$ cat config.mk
export PLATFORM = sky130hd
export DESIGN_NAME = id_to_pid_register_table
export DESIGN_NICKNAME = d
export VERILOG_FILES = /design/src/iprt_pkg.sv /design/src/id_to_pid_register_table.sv /design/src/iprt_ram.sv /design/src/iprt_front.sv /design/src/iprt_back.sv
export SDC_FILE = /design/constraint.sdc
export NUM_CORES = 1
export LEC_CHECK = 0
export BUFFER_PORTS_ARGS = -buffer_cell sky130_fd_sc_hd__buf_2
export CAP_MARGIN = 20
export CORE_UTILIZATION = 34
export CTS_CLUSTER_SIZE = 25
export DETAILED_ROUTE_END_ITERATION = 6
export HOLD_SLACK_MARGIN = 0.1
export MAX_ROUTING_LAYER = met4
export PLACE_DENSITY_LB_ADDON = 0.12
export SETUP_SLACK_MARGIN = 0.2
export SYNTH_ARGS = -nofsm -noshare
export SYNTH_HDL_FRONTEND = slang
export SYNTH_SLANG_ARGS = --single-unit
$ cat constraint.sdc
create_clock -name i_clk -period 7.4 [get_ports i_clk]
set_input_delay 1.48 -clock i_clk [delete_from_list [all_inputs] [get_ports i_clk]]
set_output_delay 1.48 -clock i_clk [all_outputs]
set_load 0.01 [all_outputs]
$ cat src/iprt_pkg.sv
// Shared types and constants for the ID-to-PID register table.
`default_nettype none
package iprt_pkg;

    localparam int APP_W = 32;
    localparam int PID_W = 31;

    // Result kind carried on the output tuser
    typedef enum logic [1:0] {
        OUT_UPDATED = 2'd0,
        OUT_CLAIMED = 2'd1,
        OUT_FULL    = 2'd2
    } t_outcome;

    // One registration request
    typedef struct packed {
        logic [PID_W-1:0] pid;
        logic [APP_W-1:0] app;
    } t_item;

    // Back-end sequencer states, one-hot
    typedef enum logic [3:0] {
        ST_IDLE = 4'b0001,
        ST_CMP  = 4'b0010,
        ST_SEL  = 4'b0100,
        ST_WR   = 4'b1000
    } t_state;

endpackage
`default_nettype wire

$ cat src/id_to_pid_register_table.sv
// Top level of the ID-to-PID register table.
// An item passes the input queue, then the back-end compare, select and write states.
// The back end takes no new item until its idle/compare/select/write sequence is done.
// A two-entry input queue and an output register let both sides stall on their own.
// Reset (synchronous, active low) marks every table entry unused and empties queue and output.
`default_nettype none
module id_to_pid_register_table #(
    parameter int ENTRIES = 16
) (
    input  wire         i_clk,
    input  wire         i_rst_n,
    input  wire         s_axis_tvalid,
    output logic        s_axis_tready,
    input  wire  [63:0] s_axis_tdata,   // [31:0] app_id, [62:32] proc_id, [63] zero
    output logic        m_axis_tvalid,
    input  wire         m_axis_tready,
    output logic [31:0] m_axis_tdata,   // [30:0] proc_id_out, [31] zero
    output logic [1:0]  m_axis_tuser    // [1:0] outcome
);
    import iprt_pkg::*;

    t_item            w_in_item;
    t_item            w_q_item;
    logic             w_q_valid;
    logic             w_q_ready;
    t_outcome         w_kind;
    logic [PID_W-1:0] w_pid;

    assign w_in_item.app = s_axis_tdata[APP_W-1:0];
    assign w_in_item.pid = s_axis_tdata[APP_W+PID_W-1:APP_W];

    // input queue
    iprt_front u_front (
        .i_clk   (i_clk),
        .i_rst_n (i_rst_n),
        .i_valid (s_axis_tvalid),
        .o_ready (s_axis_tready),
        .i_item  (w_in_item),
        .o_valid (w_q_valid),
        .i_ready (w_q_ready),
        .o_item  (w_q_item)
    );

    // table search and update
    iprt_back #(
        .ENTRIES (ENTRIES)
    ) u_back (
        .i_clk       (i_clk),
        .i_rst_n     (i_rst_n),
        .i_valid     (w_q_valid),
        .o_ready     (w_q_ready),
        .i_item      (w_q_item),
        .o_out_valid (m_axis_tvalid),
        .i_out_ready (m_axis_tready),
        .o_out_kind  (w_kind),
        .o_out_pid   (w_pid)
    );

    assign m_axis_tdata = {1'b0, w_pid};
    assign m_axis_tuser = w_kind;

endmodule
`default_nettype wire

$ cat src/iprt_ram.sv
// Generic single-write, single-read RAM with registered read data.
`default_nettype none
module iprt_ram #(
    parameter int WIDTH = 31,
    parameter int DEPTH = 16
) (
    input  wire                                   i_clk,
    input  wire                                   i_we,
    input  wire [((DEPTH > 1) ? $clog2(DEPTH) : 1)-1:0] i_waddr,
    input  wire [WIDTH-1:0]                       i_wdata,
    input  wire                                   i_re,
    input  wire [((DEPTH > 1) ? $clog2(DEPTH) : 1)-1:0] i_raddr,
    output logic [WIDTH-1:0]                      o_rdata
);

    logic [WIDTH-1:0] r_mem [DEPTH];

    // write port
    always_ff @(posedge i_clk) begin
        if (i_we) begin
            r_mem[i_waddr] <= i_wdata;
        end
    end

    // registered read port, data holds until the next read
    always_ff @(posedge i_clk) begin
        if (i_re) begin
            o_rdata <= r_mem[i_raddr];
        end
    end

endmodule
`default_nettype wire

$ cat src/iprt_front.sv
// Front end: accepts request items into a two-entry queue.
`default_nettype none
module iprt_front (
    input  wire                  i_clk,
    input  wire                  i_rst_n,
    input  wire                  i_valid,
    output logic                 o_ready,
    input  iprt_pkg::t_item      i_item,
    output logic                 o_valid,
    input  wire                  i_ready,
    output iprt_pkg::t_item      o_item
);
    import iprt_pkg::*;

    t_item       r_q [2];
    logic        r_wr_ptr;
    logic        r_rd_ptr;
    logic [1:0]  r_count;
    logic [1:0]  n_count;
    logic        w_push;
    logic        w_pop;

    assign o_ready = (r_count != 2'd2);
    assign o_valid = (r_count != 2'd0);
    assign o_item  = r_q[r_rd_ptr];
    assign w_push  = i_valid && o_ready;
    assign w_pop   = o_valid && i_ready;

    // occupancy
    always_comb begin
        n_count = r_count;
        if (w_push && !w_pop) begin
            n_count = r_count + 2'd1;
        end else if (!w_push && w_pop) begin
            n_count = r_count - 2'd1;
        end
    end

    // pointers and count
    always_ff @(posedge i_clk) begin
        if (!i_rst_n) begin
            r_wr_ptr <= 1'b0;
            r_rd_ptr <= 1'b0;
            r_count  <= 2'd0;
        end else begin
            r_count <= n_count;
            if (w_push) begin
                r_wr_ptr <= ~r_wr_ptr;
            end
            if (w_pop) begin
                r_rd_ptr <= ~r_rd_ptr;
            end
        end
    end

    // payload storage
    always_ff @(posedge i_clk) begin
        if (w_push) begin
            r_q[r_wr_ptr] <= i_item;
        end
    end

endmodule
`default_nettype wire

$ cat src/iprt_back.sv
// Back end: match/free search over the table, update and result register.
`default_nettype none
module iprt_back #(
    parameter int ENTRIES = 16
) (
    input  wire                              i_clk,
    input  wire                              i_rst_n,
    input  wire                              i_valid,
    output logic                             o_ready,
    input  iprt_pkg::t_item                  i_item,
    output logic                             o_out_valid,
    input  wire                              i_out_ready,
    output iprt_pkg::t_outcome               o_out_kind,
    output logic [iprt_pkg::PID_W-1:0]       o_out_pid
);
    import iprt_pkg::*;

    localparam int IW = (ENTRIES > 1) ? $clog2(ENTRIES) : 1;

    t_state             r_state;
    logic [APP_W-1:0]   r_app;
    logic [PID_W-1:0]   r_pid;
    logic [ENTRIES-1:0] r_used;
    logic [APP_W-1:0]   r_cell_app [ENTRIES];
    logic [ENTRIES-1:0] w_match;
    logic [ENTRIES-1:0] r_match;
    logic [ENTRIES-1:0] r_free;
    logic [IW-1:0]      w_hit_idx;
    logic [IW-1:0]      w_free_idx;
    t_outcome           r_kind;
    logic [IW-1:0]      r_idx;
    logic               w_out_free;
    logic               w_commit;
    logic               w_ram_we;
    logic [PID_W-1:0]   w_ram_rdata;
    logic               r_out_valid;
    t_outcome           r_out_kind;
    logic [PID_W-1:0]   r_out_pid;

    assign o_ready     = (r_state == ST_IDLE);
    assign w_out_free  = !r_out_valid || i_out_ready;
    assign w_commit    = (r_state == ST_WR) && w_out_free;
    assign w_ram_we    = w_commit && (r_kind != OUT_FULL);
    assign o_out_valid = r_out_valid;
    assign o_out_kind  = r_out_kind;
    assign o_out_pid   = r_out_pid;

    // parallel compare, one comparator per entry
    always_comb begin
        for (int i = 0; i < ENTRIES; i++) begin
            w_match[i] = r_used[i] && (r_cell_app[i] == r_app);
        end
    end

    // lowest-index priority encoders over the registered vectors
    always_comb begin
        w_hit_idx  = '0;
        w_free_idx = '0;
        for (int i = ENTRIES - 1; i >= 0; i--) begin
            if (r_match[i]) begin
                w_hit_idx = IW'(i);
            end
            if (r_free[i]) begin
                w_free_idx = IW'(i);
            end
        end
    end

    // process ID storage, read at the hit index
    iprt_ram #(
        .WIDTH (PID_W),
        .DEPTH (ENTRIES)
    ) u_pid_ram (
        .i_clk   (i_clk),
        .i_we    (w_ram_we),
        .i_waddr (r_idx),
        .i_wdata (r_pid),
        .i_re    (r_state == ST_SEL),
        .i_raddr (w_hit_idx),
        .o_rdata (w_ram_rdata)
    );

    // sequencer and control state
    always_ff @(posedge i_clk) begin
        if (!i_rst_n) begin
            r_state     <= ST_IDLE;
            r_used      <= '0;
            r_out_valid <= 1'b0;
        end else begin
            // result register: load on commit, clear once taken
            if (w_commit) begin
                r_out_valid <= 1'b1;
            end else if (i_out_ready) begin
                r_out_valid <= 1'b0;
            end
            unique case (r_state)
                ST_IDLE: begin
                    if (i_valid) begin
                        r_state <= ST_CMP;
                    end
                end
                ST_CMP: begin
                    r_state <= ST_SEL;
                end
                ST_SEL: begin
                    r_state <= ST_WR;
                end
                ST_WR: begin
                    if (w_out_free) begin
                        if (r_kind == OUT_CLAIMED) begin
                            r_used[r_idx] <= 1'b1;
                        end
                        r_state <= ST_IDLE;
                    end
                end
                default: begin
                    r_state <= ST_IDLE;
                end
            endcase
        end
    end

    // datapath registers
    always_ff @(posedge i_clk) begin
        if ((r_state == ST_IDLE) && i_valid) begin
            r_app <= i_item.app;
            r_pid <= i_item.pid;
        end
        if (r_state == ST_CMP) begin
            r_match <= w_match;
            r_free  <= ~r_used;
        end
        if (r_state == ST_SEL) begin
            if (|r_match) begin
                r_kind <= OUT_UPDATED;
                r_idx  <= w_hit_idx;
            end else if (|r_free) begin
                r_kind <= OUT_CLAIMED;
                r_idx  <= w_free_idx;
            end else begin
                r_kind <= OUT_FULL;
                r_idx  <= w_free_idx;
            end
        end
        if (w_commit) begin
            r_out_kind <= r_kind;
            unique case (r_kind)
                OUT_UPDATED: r_out_pid <= w_ram_rdata;
                OUT_CLAIMED: r_out_pid <= r_pid;
                default:     r_out_pid <= '0;
            endcase
            if (r_kind == OUT_CLAIMED) begin
                r_cell_app[r_idx] <= r_app;
            end
        end
    end

endmodule
`default_nettype wire
==> results of run 1 <==
-- registers in the layout, summed over array words and instances (netlist names) --
signal,count
u_back.r_cell_app,512
u_back.u_pid_ram.r_mem,496
u_front.r_q,126
u_back.r_app,32
u_back.o_out_pid,31
u_back.r_pid,31
u_back.u_pid_ram.o_rdata,31
u_back.r_free,16
u_back.r_match,16
u_back.r_used,16
u_back.r_idx,4
u_back.r_state,4
u_back.o_out_kind,2
u_back.r_kind,2
u_front.r_count,2
u_back.o_out_valid,1
u_front.r_rd_ptr,1
u_front.r_wr_ptr,1
-- metrics by stage --
stage	util [%]	instances
final	39.75	5406
after CTS	39.75	5404
after detailed placement	36.75	5139
after global routing	39.75	5404
after global placement	36.75	5138
after floorplan	-	3058
-- final timing paths --
path                                         from                          end  slack (ps)  cells past startpoint
worst min register to register   u_back.r_used[3]             u_back.r_free[3]         470                      1
worst min-delay path             u_back.r_used[3]             u_back.r_free[3]         470                      1
worst max register to register  u_back.r_match[5]  u_back.u_pid_ram.o_rdata[8]        3500                      7
worst max-delay path            u_back.r_match[5]  u_back.u_pid_ram.o_rdata[8]        3500                      7
-- worst register-to-register path, stage by stage (launching register included) --
cell and delay (ps):
edfxtp_1 480, nor4_1 620, nand4_1 390, a211oi_2 760, nand3_1 720, o32ai_1 310, a2111oi_0 170, and3_1 200
-- layer usage --
| metal | global-route usage, % | routed length (µm) | vias to the layer above |
|---|---|---|---|
| met2 | 28.96 | 65080 | 771 |
| li1 | - | - | 12200 |
| met5 | - | 0 | - |
| met3 | 3.536 | 7627 | 176 |
| met4 | 4.304 | 2335 | 0 |
| met1 | 26.02 | 65460 | 14460 |
-- power by group through the flow --
stage | logic, µW | registers [µW] | clock network, µW
2_1_floorplan | 2180 | 10100 | 0
3_3_place_gp | 3960 | 10200 | 0
3_5_place_dp | 4010 | 10200 | 0
4_1_cts | 4020 | 10100 | 7100
5_1_grt | 4240 | 10100 | 7350
6_report | 3910 | 10100 | 6900
-- placed cells by master, fill, tap and decap left out, types with 12 or more instances in the layout --
cell | synthesis | layout
nor2_2 | 1 | 13
o22ai_1 | 18 | 18
buf_2 | 31 | 102
o21ai_0 | 82 | 82
o21a_1 | 20 | 20
clkinv_2 | 0 | 20
nor2_1 | 105 | 70
o2111ai_1 | 14 | 14
clkinv_1 | 0 | 28
inv_1 | 28 | 27
o221ai_1 | 12 | 12
and3_1 | 35 | 34
mux2_2 | 75 | 75
mux2i_1 | 106 | 106
nor4_1 | 64 | 62
xor2_1 | 114 | 114
buf_4 | 3 | 115
nor2_4 | 0 | 23
xnor2_1 | 399 | 399
a211o_1 | 28 | 28
nand2_1 | 109 | 108
edfxtp_1 | 1299 | 1299
a221oi_1 | 34 | 34
nand4_1 | 107 | 107
nand3_1 | 72 | 72
clkbuf_1 | 110 | 43
dfxtp_1 | 25 | 24
clkbuf_16 | 0 | 148
nor3_1 | 26 | 25
-- layout make-up --
type	count	area (µm²)
multi-input combinational	1552	11760
antenna	2	5.005
sequential	1324	39510
fill	13660	90660
clock inverter	70	591.8
clock buffer	195	3920
timing repair buffer	219	1414
inverter	28	105.1
tap	2016	2522
-- cell families (layout without fill, tap and decap cells) --
| kind of cell | after synthesis | in the layout |
|---|---|---|
| DFF | 1324 | 1324 |
| and+or+nand+nor | 561 | 561 |
| xor gates and xnor gates | 513 | 513 |
| AOI/OAI and AO/OA | 295 | 295 |
| buffers and inverters | 182 | 512 |
| muxes | 181 | 181 |
| adders and majority gates | 1 | 1 |
| other | 1 | 3 |
==> impl_metrics.yaml, run 1 <==
outcome:
  run_status: "finished, final reports clean"
sta:
  fin_crit_sh_pct: 52.64
  finalHoldViolations: 0
  hold_ws_ps: 469.4
  fin_tns_setup_ps: 0
  fmax_ghz: 0.2567
  min_period_ps: 3895
  slew-limit-headroom_pct: 25.94
  worstMarginPinSlew_ps: 1111
  skew_ps: 26.38
  rsz0062_at_grt: "no"
  finalSetupViolations: 0
  layout_setup_ws_ps: 3505
  finalMaxSlewViolations: 0
synthesis:
  netlist_instances: 3058
  synth-compound-area-share_pct: 4.164
  synth-simple-area-share_pct: 5.666
  yosysWarnings: 0
  synth_most_common_cell: "edfxtp_1"
  synth_fp_nets: 3127
  synth_xor_area_share_pct: 8.684
  muxShareOfSynthArea_pct: 3.683
  ys_async_sr_fraction_pct: 0
  synth_top_family_by_area: "XOR/XNOR gates"
  synthAdderAreaFrac_pct: 0.02418
  synth_common_cells: "edfxtp_1 (1299), xnor2_1 (399), xor2_1 (114), clkbuf_1 (110), nand2_1 (109)"
  synthTopCellsByArea: "edfxtp_1 (75%), xnor2_1 (6.8%), mux2i_1 (2.1%), xor2_1 (1.9%), mux2_2 (1.6%)"
  synth_top_area_cell: "edfxtp_1"
  synth.distinct_cells: 65
  ys_seq_elements: 1324
  synth_top_area_share_pct: 75.39
  avgSynthCellArea_um2: 16.92
  syn_area_um2: 51740
  synth_flop_cell: "edfxtp_1"
  synth_edf_count: 1299
  yosysSeqAreaShare_pct: 76.36
floorplanning:
  die_h_um: 392.1
  initial_core_util_pct: 34.38
  core_um2: 150500
  die_area_um2: 153700
  boundaryPins: 104
  die_x_um: 392.1
  rows: 142
worst_setup_path:
  path_max_fanout: 8
  slowest_stage: "a211oi_2"
  cp_top_family: "simple AND/OR/NAND/NOR gates"
  start_kind: "flop"
  arrival_ps: 4410
  required_ps: 7920
  slowest_delay_ps: 760
  endpoint_kind: "flop"
  worst-path-buf-inv: 0
  crit_type: "reg -> reg"
  crit_chain: "nor4_1, nand4_1, a211oi_2, nand3_1, o32ai_1, a2111oi_0, and3_1"
pwr:
  power_frac_comb_pct: 18.7
  ir_worst_vdd_uv: 234.3
  p_int_uw: 14710
  p_sw_uw: 6188
  p_leak_uw: 0.01881
  p_clk_share_pct: 33.0
  netSwitchingFraction_pct: 29.61
  total_power_uw: 20900
  power_density_nw_per_um2: 349.3
  seq_power_share_pct: 48.2
placement:
  portBuffers: 101
  post-place-ws_ps: 3210
  gp_congestion: 0.7874
  dpl.hpwl_um: 80110
  place_area_um2: 55310
grt:
  grt_pass1_wl_um: 201800
  gr-total-overflow: 0
  antenna_found_initial: 6
  grt_max_degree: 66
  grt_pass1_vias: 28140
  track_usage_pct: 18.89
flow_run:
  cap_violations: 0
routing:
  drc: 0
  vias: 27600
  antenna_left: 0
  drt_iter0_drc: 2312
  dr.pass1.iters: 5
  drt-vias-per-instance: 5.106
  wl_um: 140500
  routedWlPerCell_um: 25.99
clocking:
  insertion_delay_ps: 780
  htree_num_levels: 4
  clockBufferDepth: 3
  numCtsBuffers: 146
  cts_resized: 0
  cts_setup_buffers: 0
  clk_pin_slew_ps: 60
  cts-root-buf: "clkbuf_16"
  ctsHoldBuffers: 0
  clock_sink_count: 1324
  cts_tree: "yes"
final_layout:
  nets: 3340
  layout-drive-gt1-share_pct: 16.12
  area_growth_pct: 15.62
  finalInstanceArea_um2: 59820
min_path:
  hold_path_class: "reg -> reg"
(Power assumes the default switching activity.)
==> inputs of run 2 (changes only) <==
- clock period: 7.4 -> 3.8 ns (I/O delays scaled with it)
==> impl_metrics.yaml, run 2 (synthesized netlist as in run 1, its figures left out) <==
outcome:
  run_status: "finished, final reports clean"
grt:
  grt_max_degree: 72
  grt_pass1_wl_um: 200700
  grt_pass1_vias: 28300
  antenna_found_initial: 7
  gr-total-overflow: 0
  track_usage_pct: 18.77
pwr:
  p_int_uw: 29500
  ir_worst_vdd_uv: 427.4
  p_clk_share_pct: 33.4
  p_sw_uw: 12200
  power_density_nw_per_um2: 682.6
  seq_power_share_pct: 47.9
  total_power_uw: 41700
  p_leak_uw: 0.01947
  power_frac_comb_pct: 18.8
  netSwitchingFraction_pct: 29.26
worst_setup_path:
  crit_top_cell: "and3_1"
  crit_path_start: "u_back.r_match[2]"
  r2r-start: "u_back.r_match[2]"
  rr_endpoint: "u_back.u_pid_ram.o_rdata[13]"
  endpoint: "u_back.u_pid_ram.o_rdata[13]"
  ff2ff_setup_slack_ps: 470
  start_kind: "flop"
  slowest_delay_ps: 730
  crit_chain: "nor3_1, o21ai_2, a211oi_4, buf_4, o21ai_0, and3_1, a2111oi_0, and3_1"
  endpoint_kind: "flop"
  crit_type: "reg -> reg"
  required_ps: 4440
  arrival_ps: 3970
  slowest_stage: "a2111oi_0"
  worstRegToRegCells: 8
  path_max_fanout: 17
clocking:
  cts-root-buf: "clkbuf_16"
  numCtsBuffers: 148
  cts_setup_buffers: 0
  clk_pin_slew_ps: 60
  cts_resized: 0
  clock_sink_count: 1324
  insertion_delay_ps: 780
  htree_num_levels: 4
  clockBufferDepth: 3
  cts_tree: "yes"
  ctsHoldBuffers: 9
final_layout:
  final_core_util_pct: 40.60
  largest_reg_flops: 512
  n_fill_cell: 13630
  area_growth_pct: 18.08
  multi_input_area_um2: 11760
  final_cells: 5492
  regArea_um2: 39510
  reg_top3: "u_back.r_cell_app (512), u_back.u_pid_ram.r_mem (496), u_front.r_q (126)"
  layout_common_cells: "edfxtp_1 (1299), xnor2_1 (399), buf_4 (154), clkbuf_16 (150), xor2_1 (114)"
  layout-drive-gt1-share_pct: 18.40
  regMostFlops: "u_back.r_cell_app"
  nets: 3423
  final_common_cell: "edfxtp_1"
sta:
  rsz0062_at_grt: "no"
  worstMarginPinSlew_ps: 973.9
  fmax_ghz: 0.3003
  finalSetupViolations: 0
  slew-limit-headroom_pct: 35.07
  finalHoldViolations: 0
  fin_crit_sh_pct: 87.63
  skew_ps: 32.06
  min_period_ps: 3330
  finalMaxSlewViolations: 0
routing:
  routedWlPerCell_um: 25.33
  wl_um: 139100
  vias: 27820
  drc: 0
  drt_iter0_drc: 2228
  antenna_left: 0
  dr.pass1.iters: 5
  drt-vias-per-instance: 5.066
floorplanning:
  die_x_um: 392.1
  die_h_um: 392.1
  rows: 142
  boundaryPins: 104
  core_um2: 150500
  die_area_um2: 153700
  initial_core_util_pct: 34.38
placement:
  gp_congestion: 0.8051
  dp.cells: 5210
  dpl.hpwl_um: 84220
  portBuffers: 101
min_path:
  hold_path_class: "in -> reg"
flow_run:
  cap_violations: 0
==> run 2: cell types whose count changed in the layout (fill, tap and decap cells not counted), sizes merged <==
cell,delta
buf,+72
clkbuf,-12
clkinv,+11
dlygate4sd3,+9
bufinv,+3
diode,+2
clkinvlp,+1
==> run 2: worst min-delay path by stage <==
stage,endpoint,cells after the start,from,slack (ps)
3_3_place_gp,u_back.r_free[11],1,u_back.r_used[11],460
5_1_grt,u_front.r_q[0][32],1,s_axis_tdata[32],120
3_5_place_dp,u_back.r_free[11],1,u_back.r_used[11],460
6_report,u_front.r_q[1][31],1,s_axis_tdata[31],170
2_1_floorplan,u_back.o_out_kind[1],0,u_back.r_kind[1],420
4_1_cts,u_front.r_q[1][31],1,s_axis_tdata[31],100
==> run 2: worst max-delay path: cells and delay by family (launching register included) <==
family | cells | cell delay, ps
buf+inv | 1 | 390
simple gates | 3 | 700
flops | 1 | 470
compound gates | 4 | 1630
==> run 2: through the flow <==
step	hold WS [ps]	instance area (µm²)	setup WS, ps	setup TNS, ps
2_1_floorplan	420.6	51760	-412.0	-648.5
3_3_place_gp	458.9	56260	459.0	0
3_5_place_dp	462.6	56260	441.9	0
4_1_cts	101.8	61060	428.6	0
5_1_grt	121.9	61080	259.4	0
6_report	167.0	61090	469.9	0
==> run 2: area by class of cell <==
type,instances,share of cell area [%]
sequential,1324,64.67
multi-input combinational,1552,19.25
clock buffer,183,6.478
tap,2016,4.129
timing repair buffer,300,4.059
clock inverter,85,1.223
inverter,28,0.1720
antenna,4,0.01638
==> run 2: per-layer routing <==
metal / track usage (%) / vias up / share of wire [%]
met5: - / - / 0
met4: 5.107 / 0 / 2.2
li1: - / 12370 / -
met2: 27.76 / 797 / 45
met3: 3.350 / 212 / 5.6
met1: 26.51 / 14440 / 47
==> run 2: power by group through the flow <==
stage | combinational [µW] | clock, µW | sequential [µW]
2_1_floorplan | 4250 | 0 | 19600
3_3_place_gp | 7840 | 0 | 20200
3_5_place_dp | 7960 | 0 | 20300
4_1_cts | 8010 | 14300 | 20000
5_1_grt | 8500 | 14800 | 20100
6_report | 7830 | 13900 | 20000
